$ cat src/hw/rtl/gf65536_lane_multiply_accumulate_assert.svh
// Assertion helpers for the GF(2^16) multiply-accumulate block.
// Both expect clk and arst_n in scope.
`ifndef GF65536_LANE_MULTIPLY_ACCUMULATE_ASSERT_SVH
`define GF65536_LANE_MULTIPLY_ACCUMULATE_ASSERT_SVH

// Same-cycle implication
`define GFLMAC_ASSERT_NOW(lbl, ante, cons, msg) \
	lbl: assert property (@(posedge clk) disable iff (!arst_n) (ante) |-> (cons)) \
		else $error(msg);

// Next-cycle implication
`define GFLMAC_ASSERT_NEXT(lbl, ante, cons, msg) \
	lbl: assert property (@(posedge clk) disable iff (!arst_n) (ante) |=> (cons)) \
		else $error(msg);

`endif

$ cat src/hw/rtl/gflmac_pkg.sv
`timescale 1ns / 1ps

package gflmac_pkg;

	localparam int FIELD_BITS    = 16;
	localparam int PROD_BITS     = 2 * FIELD_BITS - 1;
	// one reduction term per product bit above the field
	localparam int RED_TERMS     = PROD_BITS - FIELD_BITS;
	localparam int HALF_BITS     = FIELD_BITS / 2;
	localparam int MAX_LANES     = 8;
	localparam int LANE_COUNT_DEFAULT = 8;
	localparam int CFG_DATA_BITS = 64;
	localparam int CFG_ADDR_BITS = 5;
	localparam int REG_ADDR_LSB  = 3;
	localparam int REG_IDX_BITS  = CFG_ADDR_BITS - REG_ADDR_LSB;

	localparam logic [FIELD_BITS-1:0] POLY_RESET = 16'h100B;

	// register indexes
	typedef enum logic [REG_IDX_BITS-1:0] {
		REG_POLY    = 2'd0,
		REG_MULT_LO = 2'd1,
		REG_MULT_HI = 2'd2
	} reg_idx_t;

	// entry j holds x^(FIELD_BITS+j) mod poly
	typedef logic [RED_TERMS-1:0][FIELD_BITS-1:0] red_table_t;

	// Build the reduction table: the first half by repeated doubling,
	// the rest by a multiply by x^8 that reuses the first half.
	function automatic red_table_t gf_red_table(input logic [FIELD_BITS-1:0] poly);
		red_table_t             t;
		logic [FIELD_BITS-1:0]  r;
		logic [FIELD_BITS-1:0]  v;
		t = '0;
		r = poly;
		t[0] = poly;
		for (int j = 1; j < HALF_BITS; j++) begin
			r = {r[FIELD_BITS-2:0], 1'b0} ^ (r[FIELD_BITS-1] ? poly : '0);
			t[j] = r;
		end
		for (int j = HALF_BITS; j < RED_TERMS; j++) begin
			v = {t[j-HALF_BITS][HALF_BITS-1:0], {HALF_BITS{1'b0}}};
			for (int i = 0; i < HALF_BITS; i++) begin
				if (t[j-HALF_BITS][HALF_BITS+i])
					v = v ^ t[i];
			end
			t[j] = v;
		end
		return t;
	endfunction

endpackage

$ cat src/hw/rtl/gflmac_lane.sv
`timescale 1ns / 1ps

// One lane: acc XOR (multiplier * coefficient) in GF(2^16).
module gflmac_lane (
	input  logic [gflmac_pkg::FIELD_BITS-1:0] multiplier,
	input  logic [gflmac_pkg::FIELD_BITS-1:0] coefficient,
	input  logic [gflmac_pkg::FIELD_BITS-1:0] acc,
	input  gflmac_pkg::red_table_t            red_table,
	output logic [gflmac_pkg::FIELD_BITS-1:0] result
);
	import gflmac_pkg::*;

	logic [PROD_BITS-1:0]  prod;
	logic [FIELD_BITS-1:0] reduced;

	// carry-less product, partial products are independent
	always_comb begin
		prod = '0;
		for (int i = 0; i < FIELD_BITS; i++) begin
			if (coefficient[i])
				prod = prod ^ ({{(PROD_BITS-FIELD_BITS){1'b0}}, multiplier} << i);
		end
	end

	// fold high product bits back in through the reduction table
	always_comb begin
		reduced = prod[FIELD_BITS-1:0];
		for (int j = 0; j < RED_TERMS; j++) begin
			if (prod[FIELD_BITS+j])
				reduced = reduced ^ red_table[j];
		end
	end

	assign result = acc ^ reduced;

endmodule

$ cat config.mk
export PLATFORM = sky130hd
export DESIGN_NAME = gflmac_lane
export DESIGN_NICKNAME = d
export VERILOG_FILES = /design/src/hw/rtl/gf65536_lane_multiply_accumulate_assert.svh /design/src/hw/rtl/gflmac_pkg.sv /design/src/hw/rtl/gflmac_lane.sv
export SDC_FILE = /design/constraint.sdc
export NUM_CORES = 1
export LEC_CHECK = 0
export ABC_CLOCK_PERIOD_IN_PS = 4500
export BUFFER_PORTS_ARGS = -buffer_cell sky130_fd_sc_hd__buf_2
export CAP_MARGIN = 5
export CORE_UTILIZATION = 39
export DETAILED_ROUTE_END_ITERATION = 8
export PLACE_DENSITY_LB_ADDON = 0.08
export REMOVE_ABC_BUFFERS = 1
export SYNTH_ARGS = -nofsm -noshare
export SYNTH_HDL_FRONTEND = slang
export SYNTH_SLANG_ARGS = --single-unit
$ cat constraint.sdc
create_clock -name vclk -period 4.5
set_input_delay 0.225 -clock vclk [all_inputs]
set_output_delay 0.225 -clock vclk [all_outputs]
set_load 0.01 [all_outputs]
* Word-level counts from Yosys, hierarchy flattened *
Cells that the tools add are included.

storage, ports and cells
  latch bits = 0
  memories = 0
  ROM bits = 0
  memory bits (writable) = 0
  bits of input ports = 288
  logic and storage cells = 62
  output and inout port bits = 16
  register bits = 0

cells by class
  $lt $le $gt $ge = 0
  div/mod/pow operators = 0
  multipliers = 0
  multiplexer cells = 31
  shift operators = 0
  reductions and logical operators = 0
  bitwise logic cells = 31
  equality and inequality tests = 0
  add/sub/neg operators = 0

operators with widths
  cell              number
  $mux W31          15
  $mux W16          16
  $xor A16 B16 Y16  16
  $xor A31 B18 Y31  1
  $xor A31 B19 Y31  1
  $xor A31 B20 Y31  1
  $xor A31 B21 Y31  1
  $xor A31 B22 Y31  1
  $xor A31 B23 Y31  1
  $xor A31 B24 Y31  1
  $xor A31 B25 Y31  1
  $xor A31 B26 Y31  1
  $xor A31 B27 Y31  1
  $xor A31 B28 Y31  1
  $xor A31 B29 Y31  1
  $xor A31 B30 Y31  1
  $xor A31 B31 Y31  1
  $xor A16 B17 Y17  1

* Longest topological paths before layout *
Gate-level depths: netlist of the first run.

  depth in word-level cells = 62
  depth in mapped cells = 11
  depth with buffers taken out = 8

* Worst setup path before layout of the first run *
Ideal clock, no wire load.

  kind = in2out
  start point = input multiplier[11] (netlist bit)
  end point = output result[8] (netlist bit)
  path slack = 1.774 ns
  data arrival time = 2.501 ns
  buffers on the path = 1
  data required time = 4.275 ns
  cell stages on the path = 9
  cell sequence = clkbuf_1 > nand2_1 > xnor3_1 > xnor3_2 > nand2_1 > xnor3_1 > xnor2_1 > xnor3_1 > xnor3_1

between the ends
  longest elaborated chain between the ends = 52

RTL lines
  element             RTL line           text
  start, declared     gflmac_lane.sv:5   input logic [gflmac_pkg::FIELD_BITS-1:0] multiplier,
  $xor A31 B21 Y31    gflmac_lane.sv:21  prod = prod ^ ({{(PROD_BITS-FIELD_BITS){1'b0}}, multiplier} << i);
  $mux W31            gflmac_lane.sv:20  if (coefficient[i])
  $xor A31 B22 Y31    gflmac_lane.sv:21
  $mux W31            gflmac_lane.sv:20
  $xor A31 B23 Y31    gflmac_lane.sv:21
  $mux W31            gflmac_lane.sv:20
  $xor A31 B24 Y31    gflmac_lane.sv:21
  $mux W31            gflmac_lane.sv:20
  [36 not listed]     n/a
  $mux W16 *          gflmac_lane.sv:29  if (prod[FIELD_BITS+j])
  $xor A16 B16 Y16    gflmac_lane.sv:30  reduced = reduced ^ red_table[j];
  $mux W16 *          gflmac_lane.sv:29
  $xor A16 B16 Y16    gflmac_lane.sv:30
  $mux W16 *          gflmac_lane.sv:29
  $xor A16 B16 Y16    gflmac_lane.sv:30
  $mux W16 *          gflmac_lane.sv:29
  $xor A16 B16 Y16 *  gflmac_lane.sv:34  assign result = acc ^ reduced;
  end, declared       gflmac_lane.sv:9   output logic [gflmac_pkg::FIELD_BITS-1:0] result

Mark *: on every way between the ends. The rest lies on a longest branch, timed or not.

* Worst setup path after layout of the first run *
  start point = input coefficient[9] (netlist bit)
  end point = output result[0] (netlist bit)

between the ends
  longest elaborated chain between the ends = 44

RTL lines
  element             RTL line           text
  start, declared     gflmac_lane.sv:6   input logic [gflmac_pkg::FIELD_BITS-1:0] coefficient,
  $mux W31 *          gflmac_lane.sv:20
  $xor A31 B26 Y31    gflmac_lane.sv:21
  $mux W31 *          gflmac_lane.sv:20
  $xor A31 B27 Y31    gflmac_lane.sv:21
  $mux W31 *          gflmac_lane.sv:20
  $xor A31 B28 Y31    gflmac_lane.sv:21
  $mux W31 *          gflmac_lane.sv:20
  $xor A31 B29 Y31    gflmac_lane.sv:21
  [28 not listed]     n/a
  $mux W16            gflmac_lane.sv:29
  $xor A16 B16 Y16    gflmac_lane.sv:30
  $mux W16            gflmac_lane.sv:29
  $xor A16 B16 Y16    gflmac_lane.sv:30
  $mux W16            gflmac_lane.sv:29
  $xor A16 B16 Y16    gflmac_lane.sv:30
  $mux W16 *          gflmac_lane.sv:29
  $xor A16 B16 Y16 *  gflmac_lane.sv:34

Marked as above.

==> results of run 1 <==
[cell families after synthesis]
kind of cell / synth area share [%]
simple gates: 27.7
xor+xnor: 66.6
buf+inv: 5.72
[area by class of cell]
type | instances | area, µm²
Fill cell | 1792 | 8470
Multi-Input combinational cell | 924 | 6390
Timing Repair Buffer | 317 | 1620
Tap cell | 220 | 275
Antenna cell | 1 | 2.50
[worst max-delay path, cell delays in order]
cell and delay, ns:
buf_2 0.35, nand2_2 0.09, xnor3_1 0.38, xnor3_1 0.39, xnor3_2 0.58, nand2_1 0.12
xnor3_1 0.41, xnor2_1 0.17, xnor3_1 0.42, buf_2 0.15
[metal layers]
metal	global-route usage [%]	vias to the layer above
met4	7.95	2
met3	1.71	37
met1	37.7	3133
met5	0	-
met2	49.7	298
li1	-	3463
[worst max-delay path by stage]
stage,from,endpoint,slack [ns],cells after the start
3_3_place_gp,multiplier[15],result[0],1.04,10
3_5_place_dp,coefficient[9],result[0],0.97,10
5_1_grt,multiplier[15],result[0],0.81,10
6_report,coefficient[9],result[0],0.98,10
4_1_cts,coefficient[9],result[0],0.97,10
2_1_floorplan,multiplier[15],result[8],1.71,8
[synth_stat cells]
master | instances | area share, %
nand3_1 | 2 | 0.15
nand2_2 | 1 | 0.093
xor2_1 | 81 | 10
xnor3_2 | 3 | 1.1
clkbuf_1 | 32 | 1.8
xnor3_1 | 50 | 17
buf_6 | 1 | 0.17
buf_2 | 32 | 2.4
nand2_1 | 492 | 27
clkbuf_2 | 4 | 0.30
buf_4 | 10 | 1.1
xnor2_2 | 3 | 0.72
xnor2_1 | 291 | 38
and2_1 | 1 | 0.093
[through the flow]
step / util [%] / hold slack (ns) / instances / cell area [µm²] / worst slack (ns)
finish: 49.4 / 1.04 / 1462 / 8290 / 0.980
global route: 49.4 / 1.08 / 1461 / 8280 / 0.813
CTS: 49.4 / 1.05 / 1461 / 8280 / 0.973
detailed placement: 49.4 / 1.05 / 1461 / 8280 / 0.974
global placement: 49.4 / 1.03 / 1461 / 8280 / 1.04
floorplan: - / 0.871 / 924 / 6370 / 1.71
[power by group]
part / switching (mW) / internal [mW]
combinational: 2.25 / 2.60
sequential: 0 / 0
clock: 0 / 0.0000000298
==> results.md, run 1 <==
* Most frequent cells in the layout: 492 x nand2_1, 304 x buf_2, 290 x xnor2_1, 80 x xor2_1, 50 x xnor3_1
* Max Cap Viol at 0
* Post-CTS Setup Bufs at 0
* GRT Util Overall at ~28%
* Mean Syn Cell Area at 6.74 µm²
* Sequential share of the synthesized area at 0%
* Max Clock Freq at 284 MHz
* Sequential Area at 0 µm²
* Power Total at 4.85 mW
* Setup CP Type: in2out
* FF+latch count at 0
* Hold path cells at 5
* # setup viols final at 0
* WL met2 at 12400 µm
* Total number of yosys warnings at 0
* Slew headroom at 29.0%
* First-pass GRT wire length at 38500 µm
* Total gr overflow at 0
* Maximum vdd ir drop at 0.517 mV
* Core box area at 0.0168 mm²
* RSZ-0062 raised after global routing: false
* Slew of the pin with the lowest slew margin at roughly 1.1 ns
* Final Hold Viols at 0
* Largest net degree at the start of global routing at 20
* Starting Density at 40.3%
* Die width at 134 µm
* Worst Path Max Fanout at 16
* Initial antenna violation count at 2
* # IOs at 304
* Worst Setup End Kind: output port
* WL met1 at roughly 11000 µm
* Leakage at ~4.1 nW
* Final net count at roughly 1.5k
* Residual DRC count at 0
* Post-route ant nets at 0
* Synthesized cell area at slightly below 0.007 mm²
* Layout area overhead at 22.6%
* Highest layer used for signal routing: met5
* Critical Path RT at 4.28 ns
* Met3 wire len at 1690 µm
* Site Rows at 47
* Pwr dens at 585 mW/mm²
* Routed wire length at 26000 µm
* Die area at 0.0179 mm²
* Slew Limit Fails at 0
* Status: complete, no violations
* Commonest non-fill, non-tap cell in the layout: nand2_1
* Port bufs at 304
* Total Neg Setup Slack at 0 ns
* Worst Setup Start Kind: primary input
* Post-synthesis cell count at 1003
* Min-delay src: red_table[27]
* Hold Path Class: in2out
* Drt via density at about 4.7
* Hold EP: result[11]
* Arrival @ worst endpoint at between 3 and 4 ns
* Vias in the first global route at 6773
* DR pass1 iterations at 5
* Final HPWL DP at 19100 µm
* DR iter-0 viols at between 300 and 400
* Synth unique cells at 14
* Final GP Congestion at 0.871
* Overall die height at around 130 µm
* Final period util at between 70% and 80%
* Layout cells sized above 1 at around a quarter
* Clkbuf count at 0
* Post-CTS sizing at 0
* Min Clock Period, post-route at 3.52 ns
* Wirelength per Cell at 17.8 µm
* Hold_buf cts at 0
* Via count at 6933
Power figures use the tool's default switching activity.
==> inputs of run 2 (changes only) <==
Settings changed: ABC_AREA from default to 1, ABC_CLOCK_PERIOD_IN_PS 4500 to 2800.
Clock period 4.5 ns to 2.8 ns, I/O delays scaled along.
==> run 2 against run 1 <==
Net effect:
- global-route usage down 1.8 points
- sequential cell count unchanged
- power up 10%
- wire length up 27%
- count of clock-buffer cells in the layout unchanged
- combinational power up 10%
- via count up 54%
- hold slack worse by 0.25 ns
- critical path depth up 16
- cell count up 55%
- non-clock buffer count up 94
- core utilization up 4.7 points
- largest cell class unchanged
- highest routed layer is now met4
==> results.md, run 2 <==
* Status: complete, no violations
* Top post-synthesis cells by area: nand2_1 36%, xnor2_1 16%, xor2_1 16%
* Die area at 0.0227 mm² (+27%)
* Slew of the pin with the lowest slew margin at 0.382 ns (-0.678 ns)
* Synth unique cells at 30 (+16)
* Port bufs at 304 (unchanged)
* Delay-heaviest family, CP: simple AND/OR/NAND/NOR gates
* First-pass GRT wire length at 47000 µm (+22%)
* Sequential Area at 0 µm² (unchanged)
* Critical Path RT at 2.66 ns (-1.62 ns)
* Worst Path Max Fanout at 8 (-8)
* Clkbuf count at 0 (unchanged)
* Sequential share of the synthesized area at 0% (unchanged)
* Overall die height at 151 µm (+13%)
* Vias in the first global route at 9268 (+37%)
* Min Hold Slack at 0.796 ns (-0.249 ns)
* Layout area overhead at 34.2%
* Final Worst Setup Slack at 0.150 ns (-0.829 ns)
* Worst path slowest cell: or2_1
* Final net count at 2273 (+48%)
* Slew headroom at 74.6% (+46 points)
* Pwr dens at 463 mW/mm² (-21%)
* Hold Path Class: in2out
* Total gr overflow at 0 (unchanged)
* Site Rows at 53 (+13%)
* Maximum vdd ir drop at 0.166 mV (-68%)
* Cell with the most instances after synthesis: nand2_1
* Leakage at 6.70 nW (+63%)
* Leading area contributor after synthesis: nand2_1
* FF+latch count at 0 (unchanged)
* Internal power at 2.30 mW (-12%)
* Initial antenna violation count at 3 (+1)
* Via count at 10.7k (+54%)
* Layout cells sized above 1 at 27.3% (+1.0 points)
* Core Util, Final at 54.1% (+4.7 points)
* # IOs at 304 (unchanged)
* Worst Setup End Kind: output port
* Final Hold Viols at 0 (unchanged)
* RSZ-0062 raised after global routing: true
* Post-route ant nets at 0 (unchanged)
* Die width at 151 µm (+13%)
* Arrival @ worst endpoint at 2.51 ns (-0.79 ns)
* Wirelength per Cell at 14.6 µm (-18%)
* Synth top area share at 35.5% (-2.2 points)
* Switching part of the total power at 57.0% (+11 points)
* Switch Pwr at 3.05 mW (+36%)
* Final HPWL DP at 26200 µm (+37%)
* Sequential power share at 0% (unchanged)
* Synthesized cell area at 0.00861 mm² (+27%)
* Total number of yosys warnings at 0 (unchanged)
* Setup WS pre-CTS at 0.0348 ns (-0.940 ns)
* Combinational Power Share at 100.0% (about the same)
* Commonest non-fill, non-tap cell in the layout: nand2_1
* Mean Syn Cell Area at 5.21 µm² (-23%)
* Starting Density at 40.3% (about the same)
* Max Cap Viol at 0 (unchanged)
* Post-synthesis cell count at 1651 (+65%)
* Core box area at 0.0214 mm² (+27%)
* Most frequent cells after synthesis: 815 x nand2_1, 180 x inv_1, 157 x xnor2_1, 155 x xor2_1, 121 x nand3_1
* Drt via density at 4.71 (-0.59%)
* Final period util at around 95%
* # fillers at 2334 (+30%)
* Total Neg Setup Slack at 0 ns (unchanged)
* Most frequent cells in the layout: 778 x nand2_1, 288 x buf_2, 179 x inv_1, 149 x xor2_1, 144 x xnor2_1
* Setup CP Type: in2out
* Max Clock Freq at 377 MHz
* Crit path buffers/inverters at 8 (+6)
* Residual DRC count at 0 (unchanged)
* DR pass1 iterations at 4 (-1)
* Worst Setup Start Kind: primary input
* Largest net degree at the start of global routing at 19 (-5.0%)
* Min Clock Period, post-route at 2.65 ns
* DR iter-0 viols at 353 (-9.5%)
* Routed wire length at 33100 µm (+27%)
* # setup viols final at 0 (unchanged)
* Final GP Congestion at 0.914 (+4.9%)
* Slowest stage delay, CP at 0.25 ns (-0.33 ns)
* GRT Util Overall at 26.6% (-1.8 points)
* Clock share of power at 0% (unchanged)
* Slew Limit Fails at 0 (unchanged)
run 2: cell count changes in the layout (fill, tap and decap cells not counted), sizes merged, moves of 55 or more:
cell   before  now
nand2     493  841
inv         0  185
xnor2     294  164
nand3       2  122
buf       317  405
xor2       81  159
nor2        0   55
run 2: timing repair:
item,in CTS,in global routing
setup endpoints to repair,0,16
gates resized for setup,0,157
setup buffers,0,29
hold buffers,0,0
run 2: cell families (layout without fill, tap and decap cells):
logic type	Yosys count	in the layout	share of synthesized area [%]
and+or+nand+nor	1057	1057	50.5
xor gates and xnor gates	325	325	34.3
buffers and inverters	265	597	14.9
AOI/OAI and AO/OA	4	4	0.261
other	0	5	0
run 2: worst min-delay path: stages:
cell	delay, ns
buf_2	0.09
nand2_1	0.07
xnor2_1	0.08
nand2_1	0.07
nand2_1	0.06
buf_2	0.14
run 2: worst paths after layout:
kind | start | to | slack, ns | cells past startpoint
max | coefficient[14] | result[11] | 0.15 | 26
min | red_table[18] | result[2] | 0.80 | 6
run 2: layout make-up:
cell class / instances / area, µm² / area share (%)
Multi-Input combinational cell: 1386 / 7670 / 66.4
Timing Repair Buffer: 411 / 2790 / 24.2
Inverter: 186 / 728 / 6.30
Tap cell: 275 / 344 / 2.98
Antenna cell: 5 / 12.5 / 0.108
run 2: through the flow:
step / area [µm²] / cells / total power, mW
floorplan: 8030 / 1572 / 3.22
global placement: 10600 / 2226 / 4.82
detailed placement: 10600 / 2226 / 4.89
CTS: 10600 / 2226 / 4.91
global route: 11500 / 2261 / 5.91
finish: 11500 / 2263 / 5.34
run 2: layer usage:
layer | part of all wire, % | up-vias | track usage, % | wire length (µm)
met5 | 0 | - | 0 | 0
met4 | 3.5 | 0 | 9.75 | 1170
met3 | 6.4 | 71 | 1.82 | 2120
met2 | 50 | 340 | 49.1 | 16600
met1 | 40 | 4724 | 32.1 | 13300
li1 | - | 5533 | - | -
run 2: power by group through the flow:
stage | Combinational [mW] | Clock (mW) | Sequential (mW)
floorplan | 3.22 | 0 | 0
global placement | 4.82 | 0 | 0
detailed placement | 4.89 | 0 | 0
CTS | 4.91 | 0 | 0
global route | 5.91 | 0.000000143 | 0
finish | 5.34 | 0.000000240 | 0
==> inputs of run 3 (changes only) <==
==> constraint.sdc (replaced) <==
create_clock -name vclk -period 2.8
set_input_delay 0.14 -clock vclk [all_inputs]
set_output_delay 0.14 -clock vclk [all_outputs]
set_load 0.1 [all_outputs]
==> run 3 against run 2 <==
Net effect:
- power rose by 69%
- largest power group unchanged
- cell count rose by 1.2%
- cell area rose by 12%
- core utilization rose by 6.3 points
- first-iteration DRC count rose by 25%
- wire length rose by 8.7%
- die area did not move
- hold slack improved by 0.072 ns
- worst setup slack got worse by 0.041 ns
- maximum frequency fell by 1.5%
- critical path depth fell by 4
- combinational power rose by 69%
==> results.md, run 3 (synthesis results as in run 2) <==
* FF+latch count at 0 (unchanged)
* Wirelength per Cell at 15.7 µm (+7.4%)
* Min Hold Slack at 0.868 ns (+0.0722 ns)
* Most frequent cells in the layout: 713 x nand2_1, 264 x buf_2, 169 x inv_1, 141 x xor2_1, 138 x xnor2_1
* # setup viols final at 0 (unchanged)
* Combinational Power Share at 100.0% (about the same)
* Max Clock Freq at 372 MHz (-1.5%)
* Final instance area at 0.0129 mm² (+12%)
* DR iter-0 viols at 442 (+25%)
* Worst Path Max Fanout at 7 (-1)
* Clock share of power at 0% (unchanged)
* Commonest non-fill, non-tap cell in the layout: nand2_1
* Routed wire length at 36000 µm (+8.7%)
* Worst setup startpoint: multiplier[8]
* Layout cells sized above 1 at 34.4% (+7.1 points)
* Slowest stage delay, CP at 0.19 ns (-0.06 ns)
* # IOs at 304 (unchanged)
* Critical Path RT at 2.66 ns (about the same)
* Worst path slowest cell: xor2_1
* Switch Pwr at 5.54 mW (+82%)
* Final HPWL DP at 26300 µm (+0.21%)
* Switching part of the total power at 61.3% (+4.3 points)
* Crit path top cell by count: nand2_1
* Die area at 0.0227 mm² (unchanged)
* Final net count at 2304 (+1.4%)
* Final Hold Viols at 0 (unchanged)
* Setup CP Type: in2out
* Slew of the pin with the lowest slew margin at 0.381 ns (-0.000659 ns)
* Min Clock Period, post-route at 2.69 ns (+0.0415 ns)
* Critical path, cell by cell: buf_6 > clkbuf_16 > buf_4 > nand2_1 > nand3_1 > nand2_1 > inv_1 > nand3_2 > nand2_4 > buf_12 > buf_12 > nand2_1 > xor2_1 > xor2_1 > buf_4 > nand2b_1 > nand2_1 > nand2_1 > nand2_1 > nand2_1 > nand2_2 > buf_12
* Starting Density at 40.3% (unchanged)
* Die width at 151 µm (unchanged)
* RSZ-0062 raised after global routing: true
* GRT Util Overall at 27.5% (+0.88 points)
* Site Rows at 53 (unchanged)
* Total gr overflow at 0 (unchanged)
* Sequential power share at 0% (unchanged)
* Final GP Congestion at 0.881 (-3.5%)
* Initial antenna violation count at 3 (unchanged)
* Layout area overhead at 49.9%
* Vias in the first global route at 9678 (+4.4%)
* Sequential Area at 0 µm² (unchanged)
* Overall die height at 151 µm (unchanged)
* DR pass1 iterations at 5 (+1)
* Placed Cells at 2235 (+0.40%)
* Post-route ant nets at 0 (unchanged)
* Residual DRC count at 0 (unchanged)
* Hold Path Class: in2out
* Maximum vdd ir drop at 1.10 mV (+560%)
* Hold_buf cts at 0 (unchanged)
* Status: complete, no violations
* Via count at 11.1k (+3.9%)
* Max Cap Viol at 0 (unchanged)
* Slew headroom at 74.4% (-0.14 points)
* Clkbuf count at 0 (unchanged)
* Crit path buffers/inverters at 8 (unchanged)
* Final period util at 96.1% (+1.5 points)
* Worst Setup End Kind: output port
* Drt via density at 4.84 (+2.6%)
* Slew Limit Fails at 0 (unchanged)
* Leakage at 7.25 nW (+8.2%)
* Arrival @ worst endpoint at 2.55 ns (+0.04 ns)
* Area after DPL at 0.0110 mm² (+3.4%)
* Delay-heaviest family, CP: buffers and inverters
* Internal power at 3.49 mW (+52%)
* Final instance count without filler cells at 2291 (+1.2%)
* Pwr dens at 699 mW/mm² (+51%)
* Largest net degree at the start of global routing at 20 (+1)
* First-pass GRT wire length at 48900 µm (+4.0%)
* Worst Setup Start Kind: primary input
* Core box area at 0.0214 mm² (unchanged)
* Port bufs at 304 (unchanged)
* Min-delay src: acc[12]
## run 3: repair_timing
item                                    4_1_cts  5_1_grt
endpoints found under the setup margin       12       16
gates cloned                                  0       12
buffers inserted                              0       42
resized for setup                            12      332
pin swaps                                     0      138
endpoints found under the hold margin         0        0
## run 3: metrics by stage
stage | worst slack, ns | power, mW | setup TNS [ns] | util, %
2_1_floorplan | -0.576 | 5.10 | -1.47 | -
3_3_place_gp | -0.101 | 8.07 | -0.334 | 51.5
3_5_place_dp | -0.168 | 8.14 | -0.859 | 51.5
4_1_cts | 0.000838 | 8.20 | 0 | 51.7
5_1_grt | -0.0604 | 9.63 | -0.360 | 60.4
6_report | 0.109 | 9.02 | 0 | 60.4
## run 3: layout make-up
cell class,instances,area [µm²]
Fill cell,2139,8450
Timing Repair Buffer,441,3630
Antenna cell,2,5.00
Inverter,186,726
Multi-Input combinational cell,1387,8200
Tap cell,275,344
## run 3: power groups by stage
stage / Sequential (mW) / Combinational, mW / Clock, mW
3_3_place_gp: 0 / 8.07 / 0
3_5_place_dp: 0 / 8.14 / 0
5_1_grt: 0 / 9.63 / 0.0000000956
2_1_floorplan: 0 / 5.10 / 0
6_report: 0 / 9.02 / 0.0000000956
4_1_cts: 0 / 8.20 / 0
## run 3: path summary, 6_finish.rpt
check / to / slack (ns) / cells past startpoint
setup / recovery: result[9] / 0.11 / 22
hold / removal: result[12] / 0.87 / 8
## run 3: routing by layer
layer	GRT usage [%]	wire [µm]	up-vias	share of wire, %
met3	1.88	2510	66	7.0
met1	32.7	14100	5021	39
met2	52.8	18200	410	50
met4	6.85	1300	0	3.6
li1	-	-	5585	-
met5	0	0	-	0
